[config.mk]
export PLATFORM = sky130hd
export DESIGN_NAME = onewire_temperature_reader
export DESIGN_NICKNAME = d
export VERILOG_FILES = /design/src/sv/owtr_pkg.sv /design/src/sv/owtr_regs.sv /design/src/sv/owtr_timer.sv /design/src/sv/owtr_seq.sv /design/src/sv/owtr_temp.sv /design/src/sv/onewire_temperature_reader.sv
export VERILOG_INCLUDE_DIRS = /design/src /design/src/sv
export SDC_FILE = /design/constraint.sdc
export NUM_CORES = 1
export LEC_CHECK = 0
export BUFFER_PORTS_ARGS = -buffer_cell sky130_fd_sc_hd__buf_2
export CAP_MARGIN = 40
export CORE_ASPECT_RATIO = 0.75
export CORE_MARGIN = 10
export CORE_UTILIZATION = 40
export CTS_BUF_LIST = sky130_fd_sc_hd__clkbuf_8
export DETAILED_ROUTE_END_ITERATION = 6
export GPL_ROUTABILITY_DRIVEN = 0
export HOLD_SLACK_MARGIN = 0.06
export SKIP_LAST_GASP = 1
export SLEW_MARGIN = 5
export SYNTH_ARGS = -nofsm -noshare
export SYNTH_HDL_FRONTEND = slang
export SYNTH_SLANG_ARGS = --single-unit
[constraint.sdc]
create_clock -name clk -period 9.6 [get_ports clk]
set_input_delay 0.96 -clock clk [delete_from_list [all_inputs] [get_ports clk]]
set_output_delay 0.96 -clock clk [all_outputs]
set_load 0.1 [all_outputs]
[src/sv/onewire_temperature_reader_defines.svh]
// Assertion macros for the one-wire temperature reader.
`ifndef ONEWIRE_TEMPERATURE_READER_DEFINES_SVH
`define ONEWIRE_TEMPERATURE_READER_DEFINES_SVH
`ifndef NO_ASSERTIONS
// Check that cons holds in the same cycle as ante.
`define OWTR_ASSERT_SAME(lbl, ante, cons) \
	lbl: assert property (@(posedge clk) disable iff (!arst_n) (ante) |-> (cons)) \
		else $error("owtr assertion failed");
// Check that cons holds in the cycle after ante.
`define OWTR_ASSERT_NEXT(lbl, ante, cons) \
	lbl: assert property (@(posedge clk) disable iff (!arst_n) (ante) |=> (cons)) \
		else $error("owtr assertion failed");
`else
`define OWTR_ASSERT_SAME(lbl, ante, cons)
`define OWTR_ASSERT_NEXT(lbl, ante, cons)
`endif
`endif

[src/sv/owtr_pkg.sv]
// Shared types and constants for the one-wire temperature reader.
`default_nettype none
package owtr_pkg;
	localparam int CFG_W     = 20;
	localparam int NUM_REGS  = 8;
	localparam int REG_IDX_W = 3;

	typedef logic [REG_IDX_W-1:0] reg_idx_t;

	// Configuration register indexes
	localparam reg_idx_t REG_RESET_LOW   = 3'd0;
	localparam reg_idx_t REG_PRESENCE    = 3'd1;
	localparam reg_idx_t REG_WRITE_LOW   = 3'd2;
	localparam reg_idx_t REG_WRITE_SLOT  = 3'd3;
	localparam reg_idx_t REG_READ_LOW    = 3'd4;
	localparam reg_idx_t REG_READ_SAMPLE = 3'd5;
	localparam reg_idx_t REG_RECOVERY    = 3'd6;
	localparam reg_idx_t REG_CONVERT     = 3'd7;

	// Byte sequence steps: 0..3 are command bytes, 4..5 scratchpad reads
	localparam logic [2:0] STEP_CONVERT_CMD = 3'd1;
	localparam logic [2:0] STEP_SECOND_RST  = 3'd2;
	localparam logic [2:0] STEP_FIRST_READ  = 3'd4;
	localparam logic [2:0] STEP_LAST_READ   = 3'd5;
	localparam logic [2:0] BIT_LAST         = 3'd7;

	localparam logic [7:0] CMD_SKIP_ROM  = 8'hCC;
	localparam logic [7:0] CMD_CONVERT   = 8'h44;
	localparam logic [7:0] CMD_READ_PAD  = 8'hBE;

	typedef enum logic [3:0] {
		PH_IDLE     = 4'd0,
		PH_RST_LOW  = 4'd1,
		PH_RST_WAIT = 4'd2,
		PH_WR_LOW   = 4'd3,
		PH_WR_HOLD  = 4'd4,
		PH_WR_REC   = 4'd5,
		PH_RD_LOW   = 4'd6,
		PH_RD_WAIT  = 4'd7,
		PH_RD_REC   = 4'd8,
		PH_BYTE_REC = 4'd9,
		PH_CONV     = 4'd10
	} phase_t;

	// Timer control from the sequencer
	typedef struct packed {
		logic     run;
		reg_idx_t sel;
	} tmr_ctl_t;

	function automatic logic [CFG_W-1:0] reg_reset_value(input reg_idx_t idx);
		logic [CFG_W-1:0] v;
		case (idx)
			REG_RESET_LOW:   v = 20'd5000;
			REG_PRESENCE:    v = 20'd5000;
			REG_WRITE_LOW:   v = 20'd150;
			REG_WRITE_SLOT:  v = 20'd450;
			REG_READ_LOW:    v = 20'd10;
			REG_READ_SAMPLE: v = 20'd20;
			REG_RECOVERY:    v = 20'd400;
			REG_CONVERT:     v = 20'd1000000;
			default:         v = 20'd1;
		endcase
		return v;
	endfunction

	function automatic logic [7:0] cmd_byte(input logic [1:0] step);
		logic [7:0] b;
		case (step)
			2'd0:    b = CMD_SKIP_ROM;
			2'd1:    b = CMD_CONVERT;
			2'd2:    b = CMD_SKIP_ROM;
			2'd3:    b = CMD_READ_PAD;
			default: b = CMD_SKIP_ROM;
		endcase
		return b;
	endfunction
endpackage
`default_nettype wire

[src/sv/owtr_regs.sv]
// Timing register file with write port and one selected read.
`default_nettype none
module owtr_regs (
	input  wire logic                              clk,
	input  wire logic                              arst_n,
	input  wire logic                              cfg_we,
	input  wire owtr_pkg::reg_idx_t                cfg_index,
	input  wire logic [owtr_pkg::CFG_W-1:0]        cfg_data,
	input  wire owtr_pkg::reg_idx_t                sel,
	output logic [owtr_pkg::CFG_W-1:0]             sel_value
);
	logic [owtr_pkg::CFG_W-1:0] regs_q [owtr_pkg::NUM_REGS];

	always_ff @(posedge clk or negedge arst_n) begin
		if (!arst_n) begin
			for (int i = 0; i < owtr_pkg::NUM_REGS; i++) begin
				regs_q[i] <= owtr_pkg::reg_reset_value(owtr_pkg::REG_IDX_W'(i));
			end
		end else if (cfg_we) begin
			regs_q[cfg_index] <= cfg_data;
		end
	end

	assign sel_value = regs_q[sel];
endmodule
`default_nettype wire

[src/sv/owtr_timer.sv]
// Phase tick timer: counts ticks and flags the last tick of a phase.
`default_nettype none
module owtr_timer #(
	parameter int TIMER_BITS = 20
) (
	input  wire logic                        clk,
	input  wire logic                        arst_n,
	input  wire owtr_pkg::tmr_ctl_t          ctl,
	input  wire logic [owtr_pkg::CFG_W-1:0]  dur_raw,
	output logic                             ended
);
	localparam int CW = ((TIMER_BITS > owtr_pkg::CFG_W) ? TIMER_BITS : owtr_pkg::CFG_W) + 1;
	localparam logic [CW-1:0] CAP = CW'((64'd1 << TIMER_BITS) - 64'd1);

	logic [TIMER_BITS-1:0] tick_q;
	logic [CW-1:0]         raw_ext;
	logic [CW-1:0]         dur;
	logic [CW-1:0]         tick_next;

	always_comb begin
		raw_ext = CW'(dur_raw);
		// zero acts as one, overlong is capped
		if (raw_ext == '0) begin
			dur = CW'(1);
		end else if (raw_ext > CAP) begin
			dur = CAP;
		end else begin
			dur = raw_ext;
		end
		tick_next = CW'(tick_q) + CW'(1);
		ended     = (tick_next >= dur);
	end

	always_ff @(posedge clk or negedge arst_n) begin
		if (!arst_n) begin
			tick_q <= '0;
		end else if (ctl.run) begin
			tick_q <= ended ? '0 : tick_next[TIMER_BITS-1:0];
		end
	end
endmodule
`default_nettype wire

[src/sv/owtr_seq.sv]
// Bus sequencer: phase machine, bit and byte counters, shift and held reading.
`default_nettype none
module owtr_seq (
	input  wire logic                clk,
	input  wire logic                arst_n,
	input  wire logic                adv,
	input  wire logic                start_req,
	input  wire logic                line_in,
	input  wire logic                ended,
	output owtr_pkg::tmr_ctl_t       tmr_ctl,
	output logic                     drive,
	output logic                     busy,
	output logic                     done,
	output logic [15:0]              held_next
);
	owtr_pkg::phase_t   phase_q, phase_n;
	logic [2:0]         bit_cnt_q, bit_n;
	logic [2:0]         byte_step_q, byte_n, byte_inc;
	logic [15:0]        shift_q, shift_n;
	logic [15:0]        held_q;
	logic [7:0]         cmd;
	owtr_pkg::reg_idx_t sel;

	// Register that times the current phase
	always_comb begin
		case (phase_q)
			owtr_pkg::PH_RST_LOW:  sel = owtr_pkg::REG_RESET_LOW;
			owtr_pkg::PH_RST_WAIT: sel = owtr_pkg::REG_PRESENCE;
			owtr_pkg::PH_WR_LOW:   sel = owtr_pkg::REG_WRITE_LOW;
			owtr_pkg::PH_WR_HOLD:  sel = owtr_pkg::REG_WRITE_SLOT;
			owtr_pkg::PH_RD_LOW:   sel = owtr_pkg::REG_READ_LOW;
			owtr_pkg::PH_RD_WAIT:  sel = owtr_pkg::REG_READ_SAMPLE;
			owtr_pkg::PH_CONV:     sel = owtr_pkg::REG_CONVERT;
			default:               sel = owtr_pkg::REG_RECOVERY;
		endcase
	end

	always_comb begin
		phase_n   = phase_q;
		bit_n     = bit_cnt_q;
		byte_n    = byte_step_q;
		byte_inc  = 3'(byte_step_q + 3'd1);
		shift_n   = shift_q;
		held_next = held_q;
		drive     = 1'b0;
		busy      = 1'b1;
		done      = 1'b0;
		cmd       = owtr_pkg::cmd_byte(byte_step_q[1:0]);
		case (phase_q)
			owtr_pkg::PH_RST_LOW: begin
				drive = 1'b1;
				if (ended) phase_n = owtr_pkg::PH_RST_WAIT;
			end
			owtr_pkg::PH_RST_WAIT: begin
				if (ended) begin
					bit_n   = '0;
					phase_n = (byte_step_q >= owtr_pkg::STEP_FIRST_READ) ?
						owtr_pkg::PH_RD_LOW : owtr_pkg::PH_WR_LOW;
				end
			end
			owtr_pkg::PH_WR_LOW: begin
				drive = 1'b1;
				if (ended) phase_n = owtr_pkg::PH_WR_HOLD;
			end
			owtr_pkg::PH_WR_HOLD: begin
				drive = ~cmd[bit_cnt_q];
				if (ended) phase_n = owtr_pkg::PH_WR_REC;
			end
			owtr_pkg::PH_RD_LOW: begin
				drive = 1'b1;
				if (ended) phase_n = owtr_pkg::PH_RD_WAIT;
			end
			owtr_pkg::PH_RD_WAIT: begin
				if (ended) begin
					shift_n = {line_in, shift_q[15:1]};
					phase_n = owtr_pkg::PH_RD_REC;
				end
			end
			owtr_pkg::PH_WR_REC, owtr_pkg::PH_RD_REC: begin
				if (ended) begin
					if (bit_cnt_q == owtr_pkg::BIT_LAST) begin
						phase_n = owtr_pkg::PH_BYTE_REC;
					end else begin
						bit_n   = 3'(bit_cnt_q + 3'd1);
						phase_n = (phase_q == owtr_pkg::PH_WR_REC) ?
							owtr_pkg::PH_WR_LOW : owtr_pkg::PH_RD_LOW;
					end
				end
			end
			owtr_pkg::PH_BYTE_REC: begin
				if (ended) begin
					if (byte_step_q == owtr_pkg::STEP_CONVERT_CMD) begin
						phase_n = owtr_pkg::PH_CONV;
					end else if (byte_step_q >= owtr_pkg::STEP_LAST_READ) begin
						held_next = shift_q;
						done      = 1'b1;
						byte_n    = '0;
						phase_n   = owtr_pkg::PH_IDLE;
					end else begin
						byte_n  = byte_inc;
						bit_n   = '0;
						phase_n = (byte_inc >= owtr_pkg::STEP_FIRST_READ) ?
							owtr_pkg::PH_RD_LOW : owtr_pkg::PH_WR_LOW;
					end
				end
			end
			owtr_pkg::PH_CONV: begin
				if (ended) begin
					byte_n  = owtr_pkg::STEP_SECOND_RST;
					phase_n = owtr_pkg::PH_RST_LOW;
				end
			end
			default: begin
				busy    = 1'b0;
				phase_n = owtr_pkg::PH_IDLE;
				if (start_req) begin
					byte_n  = '0;
					bit_n   = '0;
					shift_n = '0;
					phase_n = owtr_pkg::PH_RST_LOW;
				end
			end
		endcase
	end

	assign tmr_ctl.run = adv & busy;
	assign tmr_ctl.sel = sel;

	always_ff @(posedge clk or negedge arst_n) begin
		if (!arst_n) begin
			phase_q     <= owtr_pkg::PH_IDLE;
			bit_cnt_q   <= '0;
			byte_step_q <= '0;
			shift_q     <= '0;
			held_q      <= '0;
		end else if (adv) begin
			phase_q     <= phase_n;
			bit_cnt_q   <= bit_n;
			byte_step_q <= byte_n;
			shift_q     <= shift_n;
			held_q      <= held_next;
		end
	end
endmodule
`default_nettype wire

[src/sv/owtr_temp.sv]
// Reading to whole degrees, truncated toward zero.
`default_nettype none
module owtr_temp (
	input  wire logic signed [15:0] raw,
	output logic signed [11:0]      whole
);
	logic signed [16:0] biased;

	// bias negatives by 15 so the arithmetic shift truncates toward zero
	assign biased = $signed({raw[15], raw}) + (raw[15] ? 17'sd15 : 17'sd0);
	assign whole  = biased[15:4];
endmodule
`default_nettype wire

[src/sv/onewire_temperature_reader.sv]
// Top level: one-wire bus master running a fixed temperature read sequence.
// The result for an item appears in the output register in the cycle after acceptance.
// One item per cycle unless out_ready stalls; one output register, refilled as it drains.
// Each item advances the phase machine, and the timer when busy, by exactly one bus tick.
// Reset (arst_n low, asynchronous): idle phase, timer and counters cleared, reading zero,
// timing registers at their defaults, output register empty.
`include "onewire_temperature_reader_defines.svh"
`default_nettype none
module onewire_temperature_reader #(
	parameter int TIMER_BITS = 20
) (
	input  wire logic                        clk,
	input  wire logic                        arst_n,
	// configuration write port
	input  wire logic                        cfg_we,
	input  wire logic [2:0]                  cfg_index,
	input  wire logic [19:0]                 cfg_data,
	// input channel: one bus tick per item
	input  wire logic                        in_valid,
	output logic                             in_ready,
	input  wire logic                        start_req,
	input  wire logic                        line_in,
	// result channel
	output logic                             out_valid,
	input  wire logic                        out_ready,
	output logic                             drive_low,
	output logic                             busy_res,
	output logic                             done_res,
	output logic signed [15:0]               raw_reading,
	output logic signed [11:0]               whole_degrees
);
	logic                             adv;
	logic                             ended;
	logic                             drive;
	logic                             busy;
	logic                             done;
	logic [15:0]                      held_next;
	logic signed [11:0]               whole_next;
	logic [owtr_pkg::CFG_W-1:0]       dur_raw;
	owtr_pkg::tmr_ctl_t               tmr_ctl;

	logic                             out_valid_q;
	logic                             drive_q;
	logic                             busy_q;
	logic                             done_q;
	logic [15:0]                      raw_q;
	logic signed [11:0]               whole_q;

	// Take an item whenever the result register is empty or being drained.
	assign in_ready = ~out_valid_q | out_ready;
	assign adv      = in_valid & in_ready;

	owtr_regs u_regs (
		.clk       (clk),
		.arst_n    (arst_n),
		.cfg_we    (cfg_we),
		.cfg_index (cfg_index),
		.cfg_data  (cfg_data),
		.sel       (tmr_ctl.sel),
		.sel_value (dur_raw)
	);

	owtr_timer #(
		.TIMER_BITS (TIMER_BITS)
	) u_timer (
		.clk     (clk),
		.arst_n  (arst_n),
		.ctl     (tmr_ctl),
		.dur_raw (dur_raw),
		.ended   (ended)
	);

	owtr_seq u_seq (
		.clk       (clk),
		.arst_n    (arst_n),
		.adv       (adv),
		.start_req (start_req),
		.line_in   (line_in),
		.ended     (ended),
		.tmr_ctl   (tmr_ctl),
		.drive     (drive),
		.busy      (busy),
		.done      (done),
		.held_next (held_next)
	);

	// Degrees follow the reading as it stands after this tick.
	owtr_temp u_temp (
		.raw   ($signed(held_next)),
		.whole (whole_next)
	);

	// Result register: load on every accepted item, drop once taken.
	always_ff @(posedge clk or negedge arst_n) begin
		if (!arst_n) begin
			out_valid_q <= 1'b0;
		end else if (adv) begin
			out_valid_q <= 1'b1;
		end else if (out_ready) begin
			out_valid_q <= 1'b0;
		end
	end

	always_ff @(posedge clk) begin
		if (adv) begin
			drive_q <= drive;
			busy_q  <= busy;
			done_q  <= done;
			raw_q   <= held_next;
			whole_q <= whole_next;
		end
	end

	assign out_valid     = out_valid_q;
	assign drive_low     = drive_q;
	assign busy_res      = busy_q;
	assign done_res      = done_q;
	assign raw_reading   = $signed(raw_q);
	assign whole_degrees = whole_q;

	// Every accepted item leaves a result behind.
	`OWTR_ASSERT_NEXT(a_item_gives_result, adv, out_valid)
	// A done pulse only ends a running sequence.
	`OWTR_ASSERT_SAME(a_done_in_busy, out_valid && done_res, busy_res)
	// The line is only pulled low inside a sequence.
	`OWTR_ASSERT_SAME(a_drive_in_busy, out_valid && drive_low, busy_res)
endmodule
`default_nettype wire
## After elaboration in Yosys (flattened, before gate mapping)

Cells that the tools add are included.

- Word-level logic and storage cells: 145
- Output and inout bits: 33
- Register bits after elaboration: 254

- Muxes and demuxes: 55
- Order comparisons: 8
- Reductions and logical operators: 19
- Bitwise logic cells: 12
- Add/subtract/negate cells: 4
- Equal/unequal tests: 27

Operators by type and width:

| operator | number |
|---|---|
| $bwmux 160 | 1 |
| $mux 20 | 5 |
| $mux 16 | 6 |
| $bmux 20 s3 | 1 |
| $demux 20 s3 | 1 |
| $mux 4 | 13 |
| $mux 3 | 14 |
| $pmux 4 s9 | 1 |
| $pmux 16 s2 | 1 |
| $ne 2x2->1 const B | 12 |
| $pmux 8 s3 | 1 |
| $add 20x1->21 const B | 1 |
| $ge 21x20->1 | 1 |
| $pmux 3 s7 | 1 |
| $logic_not 20->1 | 1 |
| $add 16x5->16 | 1 |
| $eq 4x3->1 const B | 4 |
| $eq 4x4->1 const B | 3 |
| $pmux 3 s4 | 1 |
| $reduce_and 10->1 | 1 |
| $reduce_or 10->1 | 1 |
| $ge 3x3->1 const B | 3 |
| $pmux 3 s3 | 1 |
| $reduce_and 9->1 | 1 |
| other kinds (29) | 49 |

## Logic depth before layout (Yosys ltp)

- Depth in word-level cells: 13
- Mapped depth: 32

## By module

Synthesis repeated with hierarchy kept, for this count alone.

- Cells, all modules: 966
- Area, all modules: 13162.6 sq um

By module, submodules not included:

| module | seq. area each (sq um) | area an instance (sq um) | cells an instance | times used |
|---|---|---|---|---|
| owtr_regs | 4043.9 | 7359.6 | 415 | 1 |
| owtr_seq | 1051.0 | 2627.5 | 263 | 1 |
| owtr_timer | 500.5 | 1894.3 | 212 | 1 |
| onewire_temperature_reader | 955.9 | 984.7 | 35 | 1 |
| owtr_temp | 0.0 | 296.5 | 41 | 1 |

## Worst setup path after synthesis

OpenSTA, ideal clock, no wires.

- Path kind: reg-to-reg
- From: reg u_seq.phase_q[0]
- To: reg whole_q[10] (netlist: whole_degrees[10]), data pin
- Arrival: 5.785 ns
- Cell stages (with the launch flop): 31
- Setup slack: 3.669 ns
- Library setup time: 0.146 ns
- Period minus slack after synthesis: 5.931 ns
- Cell sequence: dfrtp_1 > buf_6 > or3_1 > buf_2 > nand3_1 > clkbuf_1 > mux2i_1 > a32oi_1 > o221ai_1 > nand3_1 > or3_1 > o31ai_2 > ha_1 > nor3b_1 > o21ai_0 > nand3_1 > and2_4 > a21o_1 > buf_4 > buf_1 > mux2i_1 > inv_1 > ha_1 > a21o_1 > nand2_1 > nand2_1 > nor2_1 > nor2_1 > o211ai_4 > or4_1 > a21oi_1

- Cells in the longest elaborated chain, start to end: 13
- Elaborated cells between the ends (all ways): 20

Ends and longest elaborated chain:

| what | line | RTL |
|---|---|---|
| from (decl) | owtr_seq.sv:16 | `owtr_pkg::phase_t phase_q, phase_n;` |
| from (signal assigned) | owtr_seq.sv:131 | `phase_q <= owtr_pkg::PH_IDLE;` |
| from (signal assigned) | owtr_seq.sv:137 | `phase_q <= phase_n;` |
| $eq 4x4->1, or another cell as far along | owtr_seq.sv:26 | `case (phase_q)` |
| $pmux 3 s7 | owtr_seq.sv:26 |  |
| $not 3->4 (implied by the code) | owtr_regs.sv:24 | `assign sel_value = regs_q[sel];` |
| $bmux 20 s3 | owtr_regs.sv:24 |  |
| $mux 20 (implied by the code) (2 in series) | owtr_regs.sv:24 |  |
| $logic_not 20->1 | owtr_timer.sv:23 | `if (raw_ext == '0) begin` |
| $mux 20 | owtr_timer.sv:23 |  |
| $ge 21x20->1 | owtr_timer.sv:31 | `ended = (tick_next >= dur);` |
| $mux 16 | owtr_seq.sv:91 | `if (ended) begin` |
| $mux 16 * | owtr_seq.sv:49 | `case (phase_q)` |
| net held_next[15] | onewire_temperature_reader.sv:37 | `logic [15:0] held_next;` |
| $mux 4 * | owtr_temp.sv:10 | `assign biased = $signed({raw[15], raw}) + (raw[15] ? 17'sd15 : 17'sd0);` |
| $add 16x5->16 * | owtr_temp.sv:10 |  |
| net u_temp.biased[14] | owtr_temp.sv:7 | `logic signed [16:0] biased;` |
| to (signal assigned) | onewire_temperature_reader.sv:110 | `whole_q <= whole_next;` |
| to (decl) | onewire_temperature_reader.sv:47 | `logic signed [11:0] whole_q;` |

Mark *: on every way through the listed nets, which the timed path passes. The rest lies on a longest branch. The select of a mux whose other input is x is not followed.
A chain may end at the register's enable or synchronous reset.

## Worst setup path in the final report

- From: reg u_seq.phase_q[3]
- To: reg whole_q[2] (netlist: whole_degrees[2]), data pin

Same word-level chain as after synthesis.

==> impl_metrics.tcl <==
set metrics [dict create \
    ir_drop_uv 138 \
    post_cts_buffers 0 \
    ys_ff_latch 254 \
    antenna_left 0 \
    setup_violations 0 \
    ys_seq_area_frac 0.506 \
    drcViolationCount 0 \
    syn2layout_area_growth_pct 12.5 \
    maxCapViolations 0 \
    status "finished clean" \
    synth_compound_area_frac 0.0991 \
    fin_crit_ns 7.47 \
    path_cells "clkinv_1 > nand2_1 > o31a_1 > nand2_1 > o221ai_1 > nand4_1 > or3_1 > o31ai_2 > ha_1 > nor3b_1 > o21ai_0 > nand3_1 > and2_4 > a21o_1 > buf_4 > mux2i_1 > inv_1 > ha_1 > o21a_1 > nor3b_1 > a211oi_2 > nand2b_1 > a31oi_1 > nor3_1" \
    worst_path_largest_cell_delay_ns 0.72 \
    worst_slew_pin_slew_ns 0.850 \
    use_met2 0.231 \
    busiest_layer "met1" \
    die_x_um 228 \
    die_h_um 176 \
    place.port_buffers 62 \
    synth-simple-area-share 0.160 \
    fin_skew_ns 0.0300 \
    grt_max_degree 89 \
    rows 56 \
    period_share 0.778 \
    drv_slew 0 \
    yosys-top-cells-count "273 x nand2_1, 191 x dfrtp_1, 162 x mux2_2, 64 x o21ai_0, 63 x nor2_1" \
    synth-xor-area-share 0.0162 \
    yosysMostFrequentCell "nand2_1" \
    cp.arrival_ns 7.88 \
    crit_family "simple AND/OR/NAND/NOR gates" \
    root_buffer "clkbuf_8" \
    synthAdderAreaFrac 0.0280 \
    ys_warn_count 0 \
    cts_buffer_depth 3 \
    powerDensity_mw_per_mm2 271 \
    synth_mux_area_frac 0.158 \
    grt_pass1_vias 9195 \
    cp.required_ns 10.01 \
    cts.clk_slew.worst_paths_ns 0.07 \
    crit_slowest_cell "dfrtp_1" \
    ys_types 69 \
    finalHoldViolCount 0 \
    use_met1 0.236 \
    synthCells 1249 \
    wire_per_inst_um 18.2 \
    wl_um 32300 \
    crit_fanout 27 \
    fp.coreArea_mm2 0.0316 \
    clock_latency_ns 0.57 \
    layout.cells.non_filler 1776 \
    firstDrtPassIters 5 \
    cts_made_buffers 43 \
    path_class "register to register" \
    synth_flop_cell "dfrtp_1" \
    critPathCaptureType "register" \
    start_kind "register" \
    grt_pass1_wl_um 52400 \
    io_pins 63 \
    rsz0062_at_grt "false" \
    cts_hold_buf 0 \
    hold_ws_ns 0.387 \
    cts_tree "yes" \
    synthTopCellsByArea "dfrtp_1 37%, mux2_2 14%, nand2_1 7.9%" \
    drt_iter0_drc 835 \
    overflow 0 \
    place_area_mm2 0.0137 \
    cts_resized 0 \
    fin_util 0.461 \
    initial_core_util 0.410 \
    yosysTopAreaCell "dfrtp_1" \
    synth_enable_flop_cells 31 \
    grtUsageTotal 0.159 \
    drive_gt1_frac 0.269 \
    yosysTopAreaCellShare 0.369 \
    synth_top_family_by_area "simple AND/OR/NAND/NOR gates" \
    critPathBufInv 3 \
    netlist_area_mm2 0.0129 \
    leakage_uw 0.00642 \
    routed_via_density 5.38 \
    async_reset_ff_frac 0.878 \
    htree_levels 2 \
    antenna_found_initial 1 \
    numClockSinks 254 \
    die-area_mm2 0.0400 \
    slew_headroom 0.432 \
    num-nets-final 1366 \
    syn_nets 1308 \
    avgSynthCellArea_um2 10.4 \
    final.setup.tns_ns 0 \
    routed-via-count 9547 \
    hp-class "primary input to asynchronous set/reset pin" \
    dp.cells 1697 \
    use_met3 0.0296 \
    max_freq_mhz 134 \
    dpl.hpwl_um 21300 \
    fin_area_mm2 0.0146 \
]
-- state kept, by name, indices dropped and copies added, names as in the netlist --
name	count
u_seq.phase_q	4
u_seq.bit_cnt_q	3
whole_degrees	12
out_valid	1
u_seq.shift_q	16
u_seq.byte_step_q	3
done_res	1
u_seq.held_q	16
busy_res	1
u_regs.regs_q	160
raw_reading	16
drive_low	1
u_timer.tick_q	20
-- worst paths after layout --
kind / slack, ns / endpoint / start / cells after the start
setup / recovery: 2.13 / whole_degrees[2]$_DFFE_PP_ / u_seq.phase_q[3]$_DFFE_PN0P_ / 24
hold / removal: 0.39 / u_regs.regs_q[36]$_DFFE_PN0P_ / arst_n / 1
setup reg to reg: 2.13 / whole_degrees[2]$_DFFE_PP_ / u_seq.phase_q[3]$_DFFE_PN0P_ / 24
hold reg to reg: 0.49 / u_seq.held_q[3]$_DFFE_PN0P_ / u_seq.held_q[3]$_DFFE_PN0P_ / 2
max in group asynchronous: 7.58 / u_regs.regs_q[101]$_DFFE_PN1P_ / arst_n / 5
min in group clk: 0.49 / u_seq.held_q[3]$_DFFE_PN0P_ / u_seq.held_q[3]$_DFFE_PN0P_ / 2
-- where the power goes --
part | switching, µW | internal [µW] | total [µW]
Sequential | 146 | 1310 | 1460
Clock | 450 | 502 | 953
Combinational | 992 | 547 | 1540
Total | 1590 | 2360 | 3950
-- through the flow --
stage | worst slack, ns | power [µW]
3_3_place_gp | 2.37 | 2980
3_5_place_dp | 2.30 | 3000
5_1_grt | 1.64 | 4220
2_1_floorplan | 3.67 | 2620
4_1_cts | 2.28 | 3970
6_report | 2.13 | 3950
-- placed cells by master (no fill, tap or decap), drive strengths merged, types with 29 or more instances in the layout --
master,n
nand2,273
dfrtp,191
mux2,162
buf,84
nor2,67
o21ai,66
nand3,51
clkbuf,50
inv,39
dfstp,32
edfxtp,31
ha,29
-- layer usage --
layer,up-vias,share of wire
met3,40,0.047
li1,4544,-
met5,-,0
met1,4756,0.52
met4,0,0.015
met2,207,0.42
-- cell type report --
cell class | instances | area, µm²
fill | 3011 | 17000
sequential | 254 | 6550
multi-input combinational | 901 | 6020
clock buffer | 50 | 688
tap | 435 | 544
timing repair buffer | 84 | 526
clock inverter | 28 | 149
inverter | 23 | 86.3
antenna | 1 | 2.50
-- cells by family (layout without fill, tap and decap cells) --
kind of cell               after synthesis  after routing
AOI/OAI and AO/OA                      191            191
and+or+nand+nor                        473            473
xor gates and xnor gates                24             24
muxes                                  184            184
buffers and inverters                   94            185
other                                    0              1
adders and majority gates               29             29
DFF                                    254            254
Note: power is estimated with default switching activity, not from simulation.
